`src/design/mgpl_pkg.sv`:
```
// shared types, register indexes and constants of the master gain peak limiter
// no dependencies
`timescale 1ns / 1ps

package mgpl_pkg;

	localparam int CfgIndexW = 3;
	localparam int CfgDataW  = 16;

	localparam logic [CfgIndexW-1:0] REG_MASTER_GAIN     = 3'd0;
	localparam logic [CfgIndexW-1:0] REG_LIMITER_ON      = 3'd1;
	localparam logic [CfgIndexW-1:0] REG_LIMIT_THRESHOLD = 3'd2;
	localparam logic [CfgIndexW-1:0] REG_ATTACK_COEF     = 3'd3;
	localparam logic [CfgIndexW-1:0] REG_RELEASE_COEF    = 3'd4;

	localparam logic [15:0] MASTER_GAIN_RST     = 16'd16384;
	localparam logic        LIMITER_ON_RST      = 1'b1;
	localparam logic [14:0] LIMIT_THRESHOLD_RST = 15'd31130;
	localparam logic [15:0] ATTACK_COEF_RST     = 16'd66;
	localparam logic [15:0] RELEASE_COEF_RST    = 16'd3277;

	localparam logic [15:0] GAIN_MAX = 16'd32768;

	// gain rounding and q3.24 envelope range
	localparam logic signed [47:0] GAIN_ROUND = 48'sd8192;
	localparam logic signed [47:0] SAMPLE_MAX = 48'sd131071;
	localparam logic signed [47:0] SAMPLE_MIN = -48'sd131072;
	localparam logic signed [47:0] ENV_MAX    = 48'sd67108864;
	localparam logic signed [17:0] OUT_MAX    = 18'sd32767;
	localparam logic signed [17:0] OUT_MIN    = -18'sd32768;

	// quotient is below 2^18, so the divider runs one step per quotient bit
	localparam int DivSteps = 18;
	localparam int DivCntW  = $clog2(DivSteps + 1);

	typedef enum logic [3:0] {
		ST_IDLE,
		ST_GAIN_MUL,
		ST_GAIN_ADJ,
		ST_ENV_DIFF,
		ST_ENV_MUL,
		ST_ENV_UPD,
		ST_LIM_CHK,
		ST_LIM_MUL,
		ST_DIV_LOAD,
		ST_DIV_RUN,
		ST_FINISH
	} state_t;

	typedef struct packed {
		logic signed [29:0] a;
		logic signed [18:0] b;
	} mul_op_t;

	typedef struct packed {
		logic        start;
		logic [47:0] dividend;
		logic [29:0] divisor;
	} div_req_t;

	typedef struct packed {
		logic        busy;
		logic [17:0] quotient;
	} div_stat_t;

endpackage

```
`src/design/mgpl_mul.sv`:
```
// shared signed multiplier with registered product
// depends on mgpl_pkg
`timescale 1ns / 1ps

module mgpl_mul (
	input  logic                clk,
	input  mgpl_pkg::mul_op_t   op,
	output logic signed [47:0]  prod_q
);

	logic signed [47:0] a_ext;
	logic signed [47:0] b_ext;

	assign a_ext = {{18{op.a[29]}}, op.a};
	assign b_ext = {{29{op.b[18]}}, op.b};

	always_ff @(posedge clk) begin
		prod_q <= a_ext * b_ext;
	end

endmodule

```
`src/design/mgpl_div.sv`:
```
// restoring divider, one quotient bit per cycle
// depends on mgpl_pkg
`timescale 1ns / 1ps

module mgpl_div (
	input  logic                  clk,
	input  logic                  arst_n,
	input  mgpl_pkg::div_req_t    req,
	output mgpl_pkg::div_stat_t   stat
);

	logic [29:0]                   rem_q;
	logic [17:0]                   low_q;
	logic [29:0]                   den_q;
	logic [mgpl_pkg::DivCntW-1:0]  cnt_q;
	logic                          busy_q;
	logic [30:0]                   trial;
	logic [30:0]                   diff;
	logic                          fits;

	assign trial = {rem_q, low_q[17]};
	assign diff  = trial - {1'b0, den_q};
	assign fits  = trial >= {1'b0, den_q};

	always_ff @(posedge clk or negedge arst_n) begin
		if (!arst_n) begin
			busy_q <= 1'b0;
			cnt_q  <= '0;
		end else if (req.start) begin
			busy_q <= 1'b1;
			cnt_q  <= mgpl_pkg::DivCntW'(mgpl_pkg::DivSteps);
		end else if (busy_q) begin
			cnt_q <= cnt_q - mgpl_pkg::DivCntW'(1);
			if (cnt_q == mgpl_pkg::DivCntW'(1)) begin
				busy_q <= 1'b0;
			end
		end
	end

	always_ff @(posedge clk) begin
		if (req.start) begin
			rem_q <= req.dividend[47:18];
			low_q <= req.dividend[17:0];
			den_q <= req.divisor;
		end else if (busy_q) begin
			rem_q <= fits ? diff[29:0] : trial[29:0];
			low_q <= {low_q[16:0], fits};
		end
	end

	assign stat.busy     = busy_q;
	assign stat.quotient = low_q;

endmodule

```
`src/design/master_gain_peak_limiter.sv`:
```
// top level: config registers, sequencer, envelope datapath and output register
// depends on mgpl_pkg, mgpl_mul, mgpl_div
`timescale 1ns / 1ps

// Master gain, shared-envelope peak limiter, output clamp and per-run peak meter.
// One sample is taken per transfer and the block stalls its input until the
// result sits in the output register. With the limiter off a sample takes the
// gain states only; with the limiter on it also updates the envelope, and when
// the envelope is above the threshold the 18-step restoring divider forms the
// limited magnitude, which makes that the longest path. All products go through
// one shared 30x19 multiplier. A stalled output register holds the block in its
// finish state until the output register is free.
module master_gain_peak_limiter (
	input  logic                               clk,
	input  logic                               arst_n,
	input  logic                               in_valid,
	output logic                               in_stall,
	input  logic signed [17:0]                 sample_in,
	input  logic                               chan_in,
	input  logic                               last_of_run,
	output logic                               out_valid,
	input  logic                               out_stall,
	output logic signed [15:0]                 sample_out,
	output logic                               chan_out,
	output logic [15:0]                        run_peak,
	output logic                               peak_valid,
	input  logic                               cfg_valid,
	output logic                               cfg_ready,
	input  logic [mgpl_pkg::CfgIndexW-1:0]     cfg_index,
	input  logic [mgpl_pkg::CfgDataW-1:0]      cfg_data
);

	mgpl_pkg::state_t    state_q;
	mgpl_pkg::state_t    state_nxt;
	mgpl_pkg::mul_op_t   mul_op;
	mgpl_pkg::div_req_t  div_req;
	mgpl_pkg::div_stat_t div_stat;
	logic signed [47:0]  prod_q;

	logic [15:0] master_gain_q;
	logic        limiter_on_q;
	logic [14:0] limit_threshold_q;
	logic [15:0] attack_coef_q;
	logic [15:0] release_coef_q;

	logic [26:0] env_q;
	logic [15:0] peak_q;

	logic signed [17:0] x_q;
	logic               chan_q;
	logic               last_q;
	logic signed [17:0] y_q;
	logic [17:0]        mag_q;
	logic signed [27:0] diff_q;
	logic [15:0]        rate_q;
	logic [28:0]        num_q;
	logic [29:0]        den_q;
	logic               lim_act_q;

	logic [15:0]        gain_eff;
	logic signed [47:0] gain_sum;
	logic signed [47:0] gain_sh;
	logic signed [17:0] y_gain;
	logic [26:0]        target;
	logic signed [47:0] env_sum;
	logic [23:0]        t24;
	logic               out_free;
	logic               out_load;
	logic signed [17:0] y_out;
	logic [15:0]        omag;
	logic [15:0]        peak_nxt;
	logic [17:0]        quo;

	assign cfg_ready = 1'b1;
	assign in_stall  = (state_q != mgpl_pkg::ST_IDLE);
	assign out_free  = !out_valid || !out_stall;

	always_ff @(posedge clk or negedge arst_n) begin
		if (!arst_n) begin
			master_gain_q     <= mgpl_pkg::MASTER_GAIN_RST;
			limiter_on_q      <= mgpl_pkg::LIMITER_ON_RST;
			limit_threshold_q <= mgpl_pkg::LIMIT_THRESHOLD_RST;
			attack_coef_q     <= mgpl_pkg::ATTACK_COEF_RST;
			release_coef_q    <= mgpl_pkg::RELEASE_COEF_RST;
		end else if (cfg_valid && cfg_ready) begin
			case (cfg_index)
				mgpl_pkg::REG_MASTER_GAIN:     master_gain_q     <= cfg_data;
				mgpl_pkg::REG_LIMITER_ON:      limiter_on_q      <= cfg_data[0];
				mgpl_pkg::REG_LIMIT_THRESHOLD: limit_threshold_q <= cfg_data[14:0];
				mgpl_pkg::REG_ATTACK_COEF:     attack_coef_q     <= cfg_data;
				mgpl_pkg::REG_RELEASE_COEF:    release_coef_q    <= cfg_data;
				default: ;
			endcase
		end
	end

	mgpl_mul u_mul (
		.clk    (clk),
		.op     (mul_op),
		.prod_q (prod_q)
	);

	mgpl_div u_div (
		.clk    (clk),
		.arst_n (arst_n),
		.req    (div_req),
		.stat   (div_stat)
	);

	// next state
	always_comb begin
		state_nxt = state_q;
		case (state_q)
			mgpl_pkg::ST_IDLE: begin
				if (in_valid) begin
					state_nxt = mgpl_pkg::ST_GAIN_MUL;
				end
			end
			mgpl_pkg::ST_GAIN_MUL: state_nxt = mgpl_pkg::ST_GAIN_ADJ;
			mgpl_pkg::ST_GAIN_ADJ: begin
				state_nxt = limiter_on_q ? mgpl_pkg::ST_ENV_DIFF : mgpl_pkg::ST_FINISH;
			end
			mgpl_pkg::ST_ENV_DIFF: state_nxt = mgpl_pkg::ST_ENV_MUL;
			mgpl_pkg::ST_ENV_MUL:  state_nxt = mgpl_pkg::ST_ENV_UPD;
			mgpl_pkg::ST_ENV_UPD:  state_nxt = mgpl_pkg::ST_LIM_CHK;
			mgpl_pkg::ST_LIM_CHK: begin
				state_nxt = lim_act_q ? mgpl_pkg::ST_LIM_MUL : mgpl_pkg::ST_FINISH;
			end
			mgpl_pkg::ST_LIM_MUL:  state_nxt = mgpl_pkg::ST_DIV_LOAD;
			mgpl_pkg::ST_DIV_LOAD: state_nxt = mgpl_pkg::ST_DIV_RUN;
			mgpl_pkg::ST_DIV_RUN: begin
				if (!div_stat.busy) begin
					state_nxt = mgpl_pkg::ST_FINISH;
				end
			end
			mgpl_pkg::ST_FINISH: begin
				if (out_free) begin
					state_nxt = mgpl_pkg::ST_IDLE;
				end
			end
			default: state_nxt = mgpl_pkg::ST_IDLE;
		endcase
	end

	// sequencer outputs
	always_comb begin
		mul_op           = '0;
		div_req.start    = 1'b0;
		div_req.dividend = prod_q;
		div_req.divisor  = den_q;
		out_load         = 1'b0;
		case (state_q)
			mgpl_pkg::ST_GAIN_MUL: begin
				mul_op.a = {{12{x_q[17]}}, x_q};
				mul_op.b = $signed({3'b000, gain_eff});
			end
			mgpl_pkg::ST_ENV_MUL: begin
				mul_op.a = {{2{diff_q[27]}}, diff_q};
				mul_op.b = $signed({3'b000, rate_q});
			end
			mgpl_pkg::ST_LIM_MUL: begin
				mul_op.a = $signed({1'b0, num_q});
				mul_op.b = $signed({1'b0, mag_q});
			end
			mgpl_pkg::ST_DIV_LOAD: div_req.start = 1'b1;
			mgpl_pkg::ST_FINISH:   out_load      = out_free;
			default: ;
		endcase
	end

	always_ff @(posedge clk or negedge arst_n) begin
		if (!arst_n) begin
			state_q <= mgpl_pkg::ST_IDLE;
		end else begin
			state_q <= state_nxt;
		end
	end

	assign gain_eff = (master_gain_q > mgpl_pkg::GAIN_MAX) ? mgpl_pkg::GAIN_MAX : master_gain_q;
	assign gain_sum = prod_q + mgpl_pkg::GAIN_ROUND;
	assign gain_sh  = gain_sum >>> 14;

	always_comb begin
		if (gain_sh > mgpl_pkg::SAMPLE_MAX) begin
			y_gain = mgpl_pkg::SAMPLE_MAX[17:0];
		end else if (gain_sh < mgpl_pkg::SAMPLE_MIN) begin
			y_gain = mgpl_pkg::SAMPLE_MIN[17:0];
		end else begin
			y_gain = gain_sh[17:0];
		end
	end

	assign target  = (mag_q > {3'b000, limit_threshold_q}) ? {mag_q, 9'b0} : 27'd0;
	assign env_sum = $signed({21'b0, env_q}) + (prod_q >>> 16);
	assign t24     = {limit_threshold_q, 9'b0};
	assign quo     = div_stat.quotient;

	always_comb begin
		if (y_q > mgpl_pkg::OUT_MAX) begin
			y_out = mgpl_pkg::OUT_MAX;
		end else if (y_q < mgpl_pkg::OUT_MIN) begin
			y_out = mgpl_pkg::OUT_MIN;
		end else begin
			y_out = y_q;
		end
	end

	assign omag     = y_out[17] ? 16'(-y_out) : y_out[15:0];
	assign peak_nxt = (omag > peak_q) ? omag : peak_q;

	// sample datapath
	always_ff @(posedge clk) begin
		case (state_q)
			mgpl_pkg::ST_IDLE: begin
				x_q    <= sample_in;
				chan_q <= chan_in;
				last_q <= last_of_run;
			end
			mgpl_pkg::ST_GAIN_ADJ: begin
				y_q   <= y_gain;
				mag_q <= y_gain[17] ? 18'(-y_gain) : y_gain;
			end
			mgpl_pkg::ST_ENV_DIFF: begin
				diff_q <= $signed({1'b0, target}) - $signed({1'b0, env_q});
				rate_q <= (target > env_q) ? attack_coef_q : release_coef_q;
			end
			mgpl_pkg::ST_ENV_UPD: begin
				lim_act_q <= (env_sum > $signed({24'b0, t24}));
			end
			mgpl_pkg::ST_LIM_CHK: begin
				num_q <= 29'({t24, 3'b000}) + 29'(t24) + 29'(env_q);
				den_q <= 30'({env_q, 3'b000}) + 30'({env_q, 1'b0});
			end
			mgpl_pkg::ST_DIV_RUN: begin
				if (!div_stat.busy) begin
					y_q <= y_q[17] ? -$signed(quo) : $signed(quo);
				end
			end
			default: ;
		endcase
	end

	// envelope, peak and output register
	always_ff @(posedge clk or negedge arst_n) begin
		if (!arst_n) begin
			env_q      <= '0;
			peak_q     <= '0;
			out_valid  <= 1'b0;
			sample_out <= '0;
			chan_out   <= 1'b0;
			run_peak   <= '0;
			peak_valid <= 1'b0;
		end else begin
			if (state_q == mgpl_pkg::ST_ENV_UPD) begin
				if (env_sum < 48'sd0) begin
					env_q <= '0;
				end else if (env_sum > mgpl_pkg::ENV_MAX) begin
					env_q <= mgpl_pkg::ENV_MAX[26:0];
				end else begin
					env_q <= env_sum[26:0];
				end
			end
			if (out_load) begin
				out_valid  <= 1'b1;
				sample_out <= y_out[15:0];
				chan_out   <= chan_q;
				if (last_q) begin
					run_peak   <= peak_nxt;
					peak_valid <= 1'b1;
					peak_q     <= '0;
				end else begin
					run_peak   <= '0;
					peak_valid <= 1'b0;
					peak_q     <= peak_nxt;
				end
			end else if (out_valid && !out_stall) begin
				out_valid <= 1'b0;
			end
		end
	end

endmodule

```
`config.mk`:
```
export PLATFORM = sky130hd
export DESIGN_NAME = master_gain_peak_limiter
export DESIGN_NICKNAME = d
export VERILOG_FILES = /design/src/design/mgpl_pkg.sv /design/src/design/mgpl_mul.sv /design/src/design/mgpl_div.sv /design/src/design/master_gain_peak_limiter.sv
export SDC_FILE = /design/constraint.sdc
export NUM_CORES = 2
export LEC_CHECK = 0
export ABC_AREA = 1
export CAP_MARGIN = 20
export CORE_MARGIN = 2
export CORE_UTILIZATION = 50
export CTS_BUF_LIST = sky130_fd_sc_hd__clkbuf_4
export DETAILED_ROUTE_END_ITERATION = 10
export DONT_BUFFER_PORTS = 1
export GPL_TIMING_DRIVEN = 0
export PLACE_DENSITY = 0.66
export RECOVER_POWER = 100
export REMOVE_ABC_BUFFERS = 1
export SLEW_MARGIN = 10
export SYNTH_ARGS = -nofsm -noshare
export SYNTH_HDL_FRONTEND = slang
export SYNTH_SLANG_ARGS = --single-unit
export TNS_END_PERCENT = 100
```
`constraint.sdc`:
```
create_clock -name clk -period 15.5 [get_ports clk]
set_input_delay 0 -clock clk [delete_from_list [all_inputs] [get_ports clk]]
set_output_delay 0 -clock clk [all_outputs]
set_load 0.02 [all_outputs]
```
==> metrics.txt <==
outcome=finished, violations left; failing checks=capacitance limit, slew limit; Ys Warns=0; #FFs+latches synth=around 430; TritonCTS clock tree=done; WS Path Type=reg2reg; htree depth=3; routed wire length=~130000 um; area delta synth->final=8.29%; Worst path most repeated cell=inv_1; setup_tns=0 ns; CP delay by family, top=adder cells; hold depth=4; Die Wd=305 um; gr usage total=0.290; crit-path max FO=24; final global-route overflow total=0; worst r2r dst=u_mul.prod_q[39]; I/O pin cnt=81; Rows=110; CTS buffer count=103; layout cell share with drive strength beyond 1=0.0461; final cell count without fillers=roughly 6900; HP Class=in2reg; RSZ-0062 raised after global routing=false; Rel. slew slack=-4.01; Power Density=139 nW/um^2; Routed WL per cell=approximately 19 um; max incr delay on CP=1.13 ns; distinct cell type count after synthesis=60; pin count of the biggest net entering global routing=around 130; Leak=24.8 nW; R2R Setup Slk=around 4.2 ns; Arrival @ worst endpoint=around 12 ns; Post-route DRC=0; Setup crit end kind=flop; max_cap viols=9; root buffer cell=clkbuf_4; EDFF count, synth=234; peak supply drop=83.5 uV; minimum clock period=11.33 ns; Hold Crit Start=cfg_index[1]; post-cts repair resize count=0; setup violators final=0; nets@finish=6488; Port-buffer cells=0; Reg2Reg Depth=29; die extent in y=305 um; drt via density=5.38; antenna violations before repair=4; Initial Util=0.504; Synth area leader=fa_1; Slew @ Worst Pin=~7.5 ns; Slew Viols, Final=355; most frequent cells in the layout=1184 x nand2_1, 1169 x inv_1, 536 x fa_1, 513 x nor2_1, 297 x o21ai_0; die area=92800 sq um; RR Startpoint=state_q[0]; Post-synth ARST share=0.350; Synth top area share=0.237; Core ar.=approximately 90000 sq um; Worst EP required=16.21 ns; # clock sinks=434; via count=37013; largest cells by area after synthesis=fa_1 24%, edfxtp_1 16%, nand2_1 9.8%; Clock Skew=0.107 ns; Detail Placement HPWL=104000 um; sequential area share after synthesis=0.261; drt initial violations=2941; top_reg_cell synth=edfxtp_1; Pre-antenna DRT Iters=6; Clock transition at path regs=0.08 ns; DP Cell Count=~6600; Gate Count Post-Synth=5525; Slowest cell on crit path=inv_1; hold path endpoint=master_gain_q[7]; Placer Congestion=about 0.96; syn_area_per_cell=8.18 sq um; final worst-path cycle share=0.731; mapped cell area=45200 sq um; commonest non-fill, non-tap cell in the layout=nand2_1; CP startpoint kind=flop; # fillers=8468; Antenna Nets Post-Route=0; clk buf depth=3; WP buf/inv=8; number of global-route vias before repair=37293; worst-skew pair later-pin latency=0.94 ns; global-route wire length before repair=209000 um; final hold vios=0; max frequency=between 80 and 90 MHz
worst max-delay path by stage:
| stage | from | end | slack [ns] | depth (start not counted) |
|---|---|---|---|---|
| after global routing | state_q[0] | u_mul.prod_q[43] | 3.61 | 31 |
| after global placement | state_q[2] | u_mul.prod_q[43] | 2.71 | 31 |
| after CTS | state_q[0] | u_mul.prod_q[43] | 4.86 | 31 |
| after floorplan | state_q[3] | u_mul.prod_q[47] | 6.91 | 24 |
| final | state_q[0] | u_mul.prod_q[39] | 4.17 | 29 |
| after detailed placement | state_q[0] | u_mul.prod_q[43] | 4.92 | 31 |
final cells by class:
class,instances,area [sq um],share of cell area
multi-input cells,3755,28400,0.581
flip-flops and latches,434,11800,0.241
inverters,1188,4460,0.0911
well taps,1176,1470,0.0301
repair buffers,130,1350,0.0276
clock buffers,156,1170,0.0239
clock inverters,38,239,0.00488
diodes,2,5.00,0.000102
metrics by stage:
step / instance area, sq um / total power [mW] / util / hold slack, ns / worst slack, ns
2_1_floorplan: 44600 / 4.50 / - / -0.296 / 6.91
3_3_place_gp: 46100 / 5.65 / 0.513 / -0.292 / 2.71
3_5_place_dp: 46900 / 5.80 / 0.523 / -0.292 / 4.92
4_1_cts: 49300 / 6.86 / 0.549 / 0.0921 / 4.86
5_1_grt: 48900 / 7.39 / 0.545 / 0.182 / 3.61
6_report: 48900 / 6.83 / 0.545 / 0.171 / 4.17
worst min-delay path, cell delays in order:
cell and delay, ns:
dlygate4sd3_1 0.58, nor2_1 0.07, nand3_1 0.20, o21ai_0 0.11
cell usage after synthesis, drive strengths merged, types with 9 or more instances:
| cell type | instances |
|---|---|
| nand2 | 1190 |
| inv | 1172 |
| fa | 536 |
| nor2 | 527 |
| o21ai | 304 |
| ha | 296 |
| a21oi | 275 |
| edfxtp | 234 |
| nand3 | 163 |
| clkbuf | 135 |
| xor2 | 133 |
| dfrtp | 132 |
| xnor2 | 79 |
| dfxtp | 48 |
| a31oi | 41 |
| nand4 | 22 |
| nor3 | 22 |
| dfstp | 20 |
| o22ai | 17 |
| clkinv | 16 |
| buf | 15 |
| nor4 | 15 |
| o211ai | 15 |
| o21a | 12 |
| or2 | 11 |
| a21boi | 10 |
| a21o | 10 |
| nand3b | 10 |
| o21bai | 10 |
| a32o | 9 |
cell families (layout without fill, tap and decap cells):
| kind of cell | Yosys count | in the layout | synth area share |
|---|---|---|---|
| compound gates | 736 | 736 | 0.0901 |
| xor+xnor | 212 | 212 | 0.0411 |
| fa+ha+maj | 832 | 832 | 0.319 |
| buf+inv | 1338 | 1512 | 0.112 |
| flops | 434 | 434 | 0.261 |
| other cells | 2 | 6 | 0.000166 |
| simple gates | 1971 | 1971 | 0.176 |
per-layer routing:
layer	share of wire	track usage
met2	0.46	0.461
met1	0.43	0.399
met3	0.075	0.0491
met4	0.040	0.111
met5	0.000083	0
sequential cells by signal, summed over array words and instances, names as in the netlist, 18 cells and up:
signal,count
u_mul.prod_q,48
u_div.rem_q,30
num_q,29
u_div.den_q,29
diff_q,28
den_q,27
env_q,27
mag_q,18
u_div.low_q,18
x_q,18
y_q,18
power by group:
group          total (mW)  internal (mW)  switching [mW]
Sequential           2.05           1.70           0.341
Combinational        3.77           1.22            2.55
Clock                1.01          0.512           0.498
Total                6.83           3.43            3.39
repair_timing:
action	4_1_cts	5_1_grt
hold buffers	91	0
hold endpoints to repair	240	0
buffers inserted	0	0
Power figures use the tool's default switching activity.
